`config.mk`:
```
export PLATFORM = sky130hd
export DESIGN_NAME = led_signal_pattern_queue_flat
export DESIGN_NICKNAME = d
export VERILOG_FILES = /design/src/rtl/lspq_pkg.sv /design/src/rtl/lspq_intf.sv /design/src/rtl/led_signal_pattern_queue.sv /design/src/rtl/lspq_ram.sv /design/src/rtl/lspq_front.sv /design/src/rtl/lspq_back.sv /design/src/flat_wrapper.sv
export SDC_FILE = /design/constraint.sdc
export NUM_CORES = 1
export LEC_CHECK = 0
export ABC_AREA = 1
export BUFFER_PORTS_ARGS = -buffer_cell sky130_fd_sc_hd__buf_2
export CORE_UTILIZATION = 60
export DETAILED_ROUTE_END_ITERATION = 16
export PLACE_DENSITY = 0.77
export SYNTH_ARGS = -nofsm -noshare
export SYNTH_HDL_FRONTEND = slang
export SYNTH_SLANG_ARGS = --single-unit
export TNS_END_PERCENT = 5
```
`constraint.sdc`:
```
create_clock -name clk_i -period 9.8 [get_ports clk_i]
set_input_delay 1.96 -clock clk_i [delete_from_list [all_inputs] [get_ports clk_i]]
set_output_delay 1.96 -clock clk_i [all_outputs]
set_load 0.01 [all_outputs]
```
`src/rtl/lspq_pkg.sv`:
```
// shared constants, types and helpers of the led signal pattern queue
package lspq_pkg;

  localparam int unsigned QUEUE_DEPTH = 8;
  localparam int unsigned IDX_W       = $clog2(QUEUE_DEPTH);
  localparam int unsigned OCC_W       = $clog2(QUEUE_DEPTH + 1);

  // command queue between front and back
  localparam int unsigned CQ_DEPTH = 2;
  localparam int unsigned CQ_PTR_W = $clog2(CQ_DEPTH);
  localparam int unsigned CQ_CNT_W = $clog2(CQ_DEPTH + 1);

  localparam logic OP_ENQUEUE = 1'b0;
  localparam logic OP_TICK    = 1'b1;

  typedef struct packed {
    logic        operation;
    logic [2:0]  color;
    logic [15:0] on_duration;
    logic [15:0] off_duration;
    logic        blinking;
    logic [7:0]  blink_total;
    logic [31:0] now_time;
  } in_item_t;

  typedef struct packed {
    logic       accepted;
    logic       led_write;
    logic [2:0] led_color;
  } out_item_t;

  typedef struct packed {
    logic [2:0]  color;
    logic [15:0] on_time;
    logic [15:0] off_time;
    logic        blink;
    logic [7:0]  count;
  } pattern_t;

  localparam int unsigned PATTERN_W = $bits(pattern_t);

  typedef struct packed {
    logic        is_tick;
    pattern_t    pattern;
    logic [31:0] now_time;
  } cmd_t;

  function automatic logic [IDX_W-1:0] next_idx(input logic [IDX_W-1:0] idx);
    logic [IDX_W-1:0] nxt;
    if (idx == IDX_W'(QUEUE_DEPTH - 1)) begin
      nxt = '0;
    end else begin
      nxt = idx + IDX_W'(1);
    end
    return nxt;
  endfunction

endpackage

```
`src/rtl/lspq_intf.sv`:
```
// valid/ready channel interfaces for input items and results
interface lspq_in_if;
  import lspq_pkg::*;
  logic     valid;
  logic     ready;
  in_item_t data;
  modport source (output valid, output data, input ready);
  modport sink (input valid, input data, output ready);
endinterface

interface lspq_out_if;
  import lspq_pkg::*;
  logic      valid;
  logic      ready;
  out_item_t data;
  modport source (output valid, output data, input ready);
  modport sink (input valid, input data, output ready);
endinterface

```
`src/rtl/led_signal_pattern_queue.sv`:
```
// top level of the led signal pattern queue
// usage:
// - in_i takes enqueue items (store a pattern) and tick items (play the head
//   pattern at the carried time); out_o returns one result per item, in order
// - an item moves on a transfer when valid and ready are both high
// - the front end holds a two-entry command queue, so in_i keeps taking items
//   while the back end works or a result waits on out_o
// - an enqueue or a tick on an empty queue is handled in the idle state, a tick
//   on a non-empty queue goes on to the exec state, set by the registered
//   read of the pattern store
// - sustained throughput: one item per cycle for enqueues while out_o does not
//   stall; a tick that plays a pattern holds off the next command until it is done
// - a full queue drops the enqueue and reports accepted low
// - reset empties the queue and clears the playback state; the pattern store
//   itself is not cleared, its slots are only read once written
// - when out_o stalls, the result register holds, the back end waits and the
//   command queue fills, after which in_i drops ready
module led_signal_pattern_queue (
  input logic        clk_i,
  input logic        rst_ni,
  lspq_in_if.sink    in_i,
  lspq_out_if.source out_o
);
  import lspq_pkg::*;

  // front to back command handoff
  logic cmd_valid;
  logic cmd_ready;
  cmd_t cmd;

  lspq_front u_front (
    .clk_i       (clk_i),
    .rst_ni      (rst_ni),
    .in_i        (in_i),
    .cmd_valid_o (cmd_valid),
    .cmd_o       (cmd),
    .cmd_ready_i (cmd_ready)
  );

  // back end plays the head pattern and owns the result register
  lspq_back u_back (
    .clk_i       (clk_i),
    .rst_ni      (rst_ni),
    .cmd_valid_i (cmd_valid),
    .cmd_i       (cmd),
    .cmd_ready_o (cmd_ready),
    .out_o       (out_o)
  );

endmodule

```
`src/rtl/lspq_ram.sv`:
```
// generic single write port ram with registered read
module lspq_ram #(
  parameter int unsigned WIDTH = 8,
  parameter int unsigned DEPTH = 8
) (
  input  logic                     clk_i,
  input  logic                     we_i,
  input  logic [$clog2(DEPTH)-1:0] waddr_i,
  input  logic [WIDTH-1:0]         wdata_i,
  input  logic                     re_i,
  input  logic [$clog2(DEPTH)-1:0] raddr_i,
  output logic [WIDTH-1:0]         rdata_o
);

  logic [WIDTH-1:0] mem_q [DEPTH];

  always_ff @(posedge clk_i) begin
    if (we_i) begin
      mem_q[waddr_i] <= wdata_i;
    end
    if (re_i) begin
      rdata_o <= mem_q[raddr_i];
    end
  end

endmodule

```
`src/rtl/lspq_front.sv`:
```
// front end: accepts items, classifies them and queues commands for the back end
module lspq_front (
  input  logic          clk_i,
  input  logic          rst_ni,
  lspq_in_if.sink       in_i,
  output logic          cmd_valid_o,
  output lspq_pkg::cmd_t cmd_o,
  input  logic          cmd_ready_i
);
  import lspq_pkg::*;

  cmd_t                entries_q [CQ_DEPTH];
  logic [CQ_PTR_W-1:0] wr_ptr_q, wr_ptr_d;
  logic [CQ_PTR_W-1:0] rd_ptr_q, rd_ptr_d;
  logic [CQ_CNT_W-1:0] count_q, count_d;
  logic                push, pop;
  cmd_t                cmd_in;

  // classify the incoming item into a command
  always_comb begin
    cmd_in.is_tick          = (in_i.data.operation == OP_TICK);
    cmd_in.pattern.color    = in_i.data.color;
    cmd_in.pattern.on_time  = in_i.data.on_duration;
    cmd_in.pattern.off_time = in_i.data.off_duration;
    cmd_in.pattern.blink    = in_i.data.blinking;
    cmd_in.pattern.count    = in_i.data.blink_total;
    cmd_in.now_time         = in_i.data.now_time;
  end

  assign in_i.ready  = (count_q != CQ_CNT_W'(CQ_DEPTH));
  assign cmd_valid_o = (count_q != '0);
  assign cmd_o       = entries_q[rd_ptr_q];
  assign push        = in_i.valid && in_i.ready;
  assign pop         = cmd_valid_o && cmd_ready_i;

  always_comb begin
    wr_ptr_d = push ? wr_ptr_q + CQ_PTR_W'(1) : wr_ptr_q;
    rd_ptr_d = pop ? rd_ptr_q + CQ_PTR_W'(1) : rd_ptr_q;
    count_d  = count_q;
    if (push && !pop) begin
      count_d = count_q + CQ_CNT_W'(1);
    end else if (pop && !push) begin
      count_d = count_q - CQ_CNT_W'(1);
    end
  end

  always_ff @(posedge clk_i or negedge rst_ni) begin
    if (!rst_ni) begin
      wr_ptr_q <= '0;
      rd_ptr_q <= '0;
      count_q  <= '0;
    end else begin
      wr_ptr_q <= wr_ptr_d;
      rd_ptr_q <= rd_ptr_d;
      count_q  <= count_d;
    end
  end

  always_ff @(posedge clk_i) begin
    if (push) begin
      entries_q[wr_ptr_q] <= cmd_in;
    end
  end

endmodule

```
`src/rtl/lspq_back.sv`:
```
// back end: pattern store, head playback and result register
module lspq_back (
  input  logic           clk_i,
  input  logic           rst_ni,
  input  logic           cmd_valid_i,
  input  lspq_pkg::cmd_t cmd_i,
  output logic           cmd_ready_o,
  lspq_out_if.source     out_o
);
  import lspq_pkg::*;

  localparam logic S_IDLE = 1'b0;
  localparam logic S_EXEC = 1'b1;

  logic             state_q, state_d;
  logic [IDX_W-1:0] read_index_q, read_index_d;
  logic [IDX_W-1:0] write_index_q, write_index_d;
  logic [OCC_W-1:0] occupancy_q, occupancy_d;
  logic             head_active_q, head_active_d;
  logic             phase_on_q, phase_on_d;
  logic [31:0]      phase_start_q, phase_start_d;
  logic [7:0]       blinks_left_q, blinks_left_d;
  logic [31:0]      now_q, now_d;
  logic             out_valid_q, out_valid_d;
  out_item_t        out_data_q, out_data_d;

  logic             ram_we, ram_re;
  logic [PATTERN_W-1:0] ram_rdata;
  pattern_t         head;
  logic             slot_free, has_room, produce;
  out_item_t        res;

  // tick evaluation signals
  logic [31:0] start;
  logic [7:0]  blinks;
  logic        phon;
  logic [31:0] elapsed;
  logic [16:0] total;
  logic        on_gt, off_gt, tot_gt;

  lspq_ram #(
    .WIDTH (PATTERN_W),
    .DEPTH (QUEUE_DEPTH)
  ) u_store (
    .clk_i   (clk_i),
    .we_i    (ram_we),
    .waddr_i (write_index_q),
    .wdata_i (cmd_i.pattern),
    .re_i    (ram_re),
    .raddr_i (read_index_q),
    .rdata_o (ram_rdata)
  );

  assign head      = pattern_t'(ram_rdata);
  assign slot_free = !out_valid_q || out_o.ready;
  assign has_room  = (occupancy_q < OCC_W'(QUEUE_DEPTH));

  assign start   = head_active_q ? phase_start_q : now_q;
  assign blinks  = head_active_q ? blinks_left_q : head.count;
  assign phon    = head_active_q ? phase_on_q : 1'b1;
  assign elapsed = now_q - start;
  assign total   = {1'b0, head.on_time} + {1'b0, head.off_time};
  assign on_gt   = elapsed > {16'd0, head.on_time};
  assign off_gt  = elapsed > {16'd0, head.off_time};
  assign tot_gt  = elapsed > {15'd0, total};

  always_comb begin
    state_d       = state_q;
    read_index_d  = read_index_q;
    write_index_d = write_index_q;
    occupancy_d   = occupancy_q;
    head_active_d = head_active_q;
    phase_on_d    = phase_on_q;
    phase_start_d = phase_start_q;
    blinks_left_d = blinks_left_q;
    now_d         = now_q;
    cmd_ready_o   = 1'b0;
    ram_we        = 1'b0;
    ram_re        = 1'b0;
    produce       = 1'b0;
    res           = '0;

    unique case (state_q)
      S_IDLE: begin
        if (cmd_valid_i && slot_free) begin
          cmd_ready_o = 1'b1;
          if (!cmd_i.is_tick) begin
            produce      = 1'b1;
            res.accepted = has_room;
            if (has_room) begin
              ram_we        = 1'b1;
              write_index_d = next_idx(write_index_q);
              occupancy_d   = occupancy_q + OCC_W'(1);
            end
          end else if (occupancy_q == '0) begin
            produce = 1'b1;
          end else begin
            ram_re  = 1'b1;
            now_d   = cmd_i.now_time;
            state_d = S_EXEC;
          end
        end
      end
      S_EXEC: begin
        // result slot is known to be empty here
        produce       = 1'b1;
        state_d       = S_IDLE;
        res.led_write = 1'b1;
        head_active_d = 1'b1;
        phase_start_d = start;
        blinks_left_d = blinks;
        phase_on_d    = phon;
        if (head.blink) begin
          if (phon) begin
            res.led_color = head.color;
            if (on_gt) begin
              phase_on_d    = 1'b0;
              phase_start_d = now_q;
              blinks_left_d = blinks - 8'd1;
            end
          end else if (off_gt) begin
            phase_on_d    = 1'b1;
            phase_start_d = now_q;
            if (blinks == 8'd0) begin
              head_active_d = 1'b0;
              read_index_d  = next_idx(read_index_q);
              occupancy_d   = occupancy_q - OCC_W'(1);
            end
          end
        end else if (on_gt) begin
          phase_on_d = 1'b0;
          if (tot_gt) begin
            head_active_d = 1'b0;
            read_index_d  = next_idx(read_index_q);
            occupancy_d   = occupancy_q - OCC_W'(1);
          end
        end else begin
          phase_on_d    = 1'b1;
          res.led_color = head.color;
        end
      end
      default: state_d = S_IDLE;
    endcase

    if (produce) begin
      out_valid_d = 1'b1;
      out_data_d  = res;
    end else begin
      out_valid_d = out_valid_q && !out_o.ready;
      out_data_d  = out_data_q;
    end
  end

  assign out_o.valid = out_valid_q;
  assign out_o.data  = out_data_q;

  always_ff @(posedge clk_i or negedge rst_ni) begin
    if (!rst_ni) begin
      state_q       <= S_IDLE;
      read_index_q  <= '0;
      write_index_q <= '0;
      occupancy_q   <= '0;
      head_active_q <= 1'b0;
      phase_on_q    <= 1'b0;
      phase_start_q <= '0;
      blinks_left_q <= '0;
      out_valid_q   <= 1'b0;
    end else begin
      state_q       <= state_d;
      read_index_q  <= read_index_d;
      write_index_q <= write_index_d;
      occupancy_q   <= occupancy_d;
      head_active_q <= head_active_d;
      phase_on_q    <= phase_on_d;
      phase_start_q <= phase_start_d;
      blinks_left_q <= blinks_left_d;
      out_valid_q   <= out_valid_d;
    end
  end

  always_ff @(posedge clk_i) begin
    now_q      <= now_d;
    out_data_q <= out_data_d;
  end

endmodule

```
`src/flat_wrapper.sv`:
```
// flat-port wrapper written by rule: the top's interface ports become plain ports
module led_signal_pattern_queue_flat import lspq_pkg::*;
  (clk_i, rst_ni, in_i_valid, in_i_data, in_i_ready, out_o_valid, out_o_data, out_o_ready);
  lspq_in_if in_i_i ();
  lspq_out_if out_o_i ();
  input logic clk_i;
  input logic rst_ni;
  input wire logic [$bits(in_i_i.valid)-1:0] in_i_valid;
  input wire logic [$bits(in_i_i.data)-1:0] in_i_data;
  output wire logic [$bits(in_i_i.ready)-1:0] in_i_ready;
  output wire logic [$bits(out_o_i.valid)-1:0] out_o_valid;
  output wire logic [$bits(out_o_i.data)-1:0] out_o_data;
  input wire logic [$bits(out_o_i.ready)-1:0] out_o_ready;
  assign in_i_i.valid = in_i_valid;
  assign in_i_i.data = in_i_data;
  assign in_i_ready = in_i_i.ready;
  assign out_o_valid = out_o_i.valid;
  assign out_o_data = out_o_i.data;
  assign out_o_i.ready = out_o_ready;
  led_signal_pattern_queue u_core (.clk_i(clk_i), .rst_ni(rst_ni), .in_i(in_i_i), .out_o(out_o_i));
endmodule
```
==> out/results.txt <==
The flow ran to the end, and the final reports show no timing, DRC or antenna violations. In this run the standard cell core region covers 0.0503 sq mm. The library cell used most frequently in the layout, excluding fill and tap cells, is nand2_1.

The top cell types in the final layout, fill and taps aside, are nand2_1, edfxtp_1, nor2_1. The logs give 0 for the final antenna-violating net count and 0.0101 sq mm for the area of the multi-input gates. The kind of end point of the critical path is a flop. For the number of clock buffers inserted by TritonCTS, the log shows 67. The port buffer count came out at 87.

Walking the worst path, the cells encountered are inv_1 -> buf_4 -> o21ai_0 -> ha_1 -> nand2_1 -> nor2_1 -> nand2_1 -> nor4_1 -> nand2_1 -> nand2_1 -> nand2_1 -> nand2_1 -> nand2_1 -> nor2_1 -> nand2_1 -> nor2_4 -> buf_4 -> nand2_2 -> inv_2 -> nand2_1 -> nand3_1 -> nand3_1 -> nand2_1 -> nand2_1. The run gives 82 as the row count. The hold violation total from the final report is 0, and the worst-case clock skew is 25.6 ps. The number of diodes is 0, and the peak clock frequency supported by timing is 147 MHz. The H-tree was split into 3 levels. Of the synthesized area, sequential elements account for 62.2%. From bottom edge to top edge, the die measures 228 um. The remaining design rule violation count is 0.

In the synthesized netlist, the number of instances is 3129. Count of unique library cells instantiated by Yosys: 44. For the number of detailed-route iterations in the first pass, the log shows 8. Number of global-route vias before repair: 22500. TritonCTS built the clock tree. Summed over all nets, the half-perimeter wirelength after detailed placement is 46600 um. The initial core utilization was 61.1%; the overall fraction of global-route tracks in use was 29.2%.

The number of placed I/O pins was 88. Average size of a mapped cell: 9.81 sq um. The clock-pin slew on the worst setup and hold paths works out to 60 ps.

Summed over all failing endpoints, the final setup total negative slack is 0 ps. Among all stages on the critical path, the largest delay is contributed by inv_2. The first-pass GRT wire length is 118000 um, and the flop and latch count out of synthesis is 645.

Kind of critical path: reg2reg. The die covers 0.0521 sq mm. Global routing finished with a remaining overflow of 0.

Setup repair after global routing left no endpoint under its margin. The die outline width was 228 um. The largest net degree at the start of global routing was 115. The layout cell share with drive strength beyond 1 is 8.34%, and the number of slew-limit violations in the final report is 0. The critical-path maximum fanout is 56. Overall routed net length: 75900 um. The tools report the category of the worst setup path launch point as a flop. After detailed routing, the average wire length per cell comes to 19.4 um. The transition time at the pin with the least slew margin is 1360 ps, and the yosys synthesis warning count is 0.

The final layout contains 3370 nets. Once the clock tree was built, the setup fixing pass inserted 0 buffers. Data on the critical path is required at its endpoint by 10300 ps. Among the stages of the critical path, the cell type that occurs most often is nand2_1.

No sink is reached through more buffers than the 3 on the longest clock path. The root buffer cell chosen for the clock tree is clkbuf_16. Data on the critical path arrives at its endpoint at 7300 ps. The worst path needs 6800 ps of the cycle, external delays included. The filler cell count in the final layout is 3719, and the total standard cell area after synthesis is 0.0307 sq mm. The synthesized netlist net count is 3314. The final RePlAce weighted congestion is 1.00, and the setup-violating endpoint count in the final report is 0. The tools report the clock insertion delay at the later pin of the skew report as 620 ps.

The tool flagged a number of max-cap violations equal to 0. In this run, post-CTS repair resized a total of 0 instances. The worst stage delay on the critical path came out at 820 ps. The final critical path takes up 69.4% of the cycle. Counting every sink on the clock net gives 645.

In this run, the number of DRC markers left after iteration 0 of detailed routing was 2462. The tools report the sequential standard cell area as 0.0191 sq mm. The average via count per standard cell is 5.79. The headroom to the max-slew limit was 9.36%; the total via count in the routed design was 22600. The worst hold path belongs to the class reg2reg. The run gives 0 as the number of antenna violations at the first check in global routing. Cts-stage hold buffer count: 0. The area growth from synthesis to layout is 10.7%.
## cells by family (layout without fill, tap and decap cells)
kind of cell    count (synthesis)  count (layout)  synth area share (%)
simple gates                 1518            1518                  19.9
flops                         645             645                  62.2
buf+inv                       413             521                  5.22
compound gates                412             412                  7.30
fa+ha+maj                     104             104                  4.31
xor+xnor                       36              36                  1.03
mux                             1               1                0.0326
## critical path, delay by kind of cell (launching register included)
| family | cells | cell delay [ps] |
|---|---|---|
| AOI/OAI and AO/OA | 1 | 310 |
| and+or+nand+nor | 18 | 3210 |
| adders and majority gates | 1 | 490 |
| DFF | 1 | 550 |
| buffers and inverters | 4 | 2020 |
## stage by stage
step                setup WS (ps)  utilization (%)  instance area, sq um  hold WS [ps]  instances
finish                       3000             67.6                 34000           475       3909
global route                 2560             67.6                 34000           483       3909
CTS                          3140             67.6                 34000           475       3909
floorplan                    3390                -                 30700           442       3129
global placement             3200             63.1                 31700           457       3788
detailed placement           3160             63.1                 31700           461       3788
## synth_stat cells (all sizes together)
cell / count / area, sq um
a211oi: 2 / 15.0
a21boi: 2 / 15.0
a21o: 3 / 22.5
a21oi: 60 / 300
a31o: 1 / 8.76
a31oi: 49 / 313
and2: 1 / 6.26
and3: 1 / 6.26
buf: 25 / 146
clkbuf: 105 / 394
clkinv: 2 / 7.51
dfrtp: 58 / 1450
edfxtp: 587 / 17600
fa: 3 / 60.1
ha: 101 / 1260
inv: 281 / 1050
mux2i: 1 / 10.0
nand2: 869 / 3280
nand3: 197 / 1000
nand3b: 6 / 45.0
nand4: 15 / 93.8
nor2: 400 / 1530
nor3: 20 / 105
nor4: 1 / 6.26
o211ai: 2 / 15.0
o21a: 3 / 22.5
o21ai: 237 / 1190
o21bai: 6 / 45.0
o221ai: 2 / 17.5
o22ai: 45 / 282
or2: 8 / 50.1
xnor2: 8 / 70.1
xor2: 28 / 245
## state kept, by name, summed over array words and instances, names as in the netlist
name / count
u_core.u_back.u_store.mem_q: 352
u_core.u_back.now_q: 32
u_core.u_back.blinks_left_q: 8
u_core.u_front.rd_ptr_q: 1
u_core.u_back.out_o.data: 5
u_core.u_back.write_index_q: 3
u_core.u_back.read_index_q: 3
u_core.u_front.entries_q: 154
u_core.u_back.phase_start_q: 32
u_core.u_back.occupancy_q: 4
u_core.u_back.phase_on_q: 1
u_core.u_front.wr_ptr_q: 1
u_core.u_front.count_q: 2
u_core.u_back.out_o.valid: 1
u_core.u_back.state_q: 1
u_core.u_back.head_active_q: 1
u_core.u_back.u_store.rdata_o: 44
## final cells by class
class,instances,share of cell area [%]
clock inverter,40,1.42
timing repair buffer,117,1.94
clock buffer,81,5.15
tap,672,2.48
sequential,645,56.2
multi-input combinational,2071,29.7
inverter,283,3.14
## path summary, 6_finish.rpt
check	start	cells past startpoint	slack, ps	end
min reg2reg	u_core.u_back.blinks_left_q[6]	2	480	u_core.u_back.blinks_left_q[6]
max reg2reg	u_core.u_back.head_active_q	24	3000	u_core.u_back.phase_start_q[10]
max	u_core.u_back.head_active_q	24	3000	u_core.u_back.phase_start_q[10]
min	u_core.u_back.blinks_left_q[6]	2	480	u_core.u_back.blinks_left_q[6]
max in group asynchronous	rst_ni	2	7610	u_core.u_back.read_index_q[0]
min in group asynchronous	rst_ni	2	1510	u_core.u_back.phase_start_q[17]
## routing by layer
layer | part of all wire (%) | track usage (%) | up-vias
met5 | 0 | 0 | -
met4 | 2.8 | 11.0 | 0
met3 | 7.7 | 4.80 | 179
met2 | 48 | 48.4 | 1003
met1 | 41 | 39.0 | 10800
li1 | - | - | 10700
Power is not shown: default switching activity piles up to over one toggle a cycle in this logic, so the estimate is an artifact.
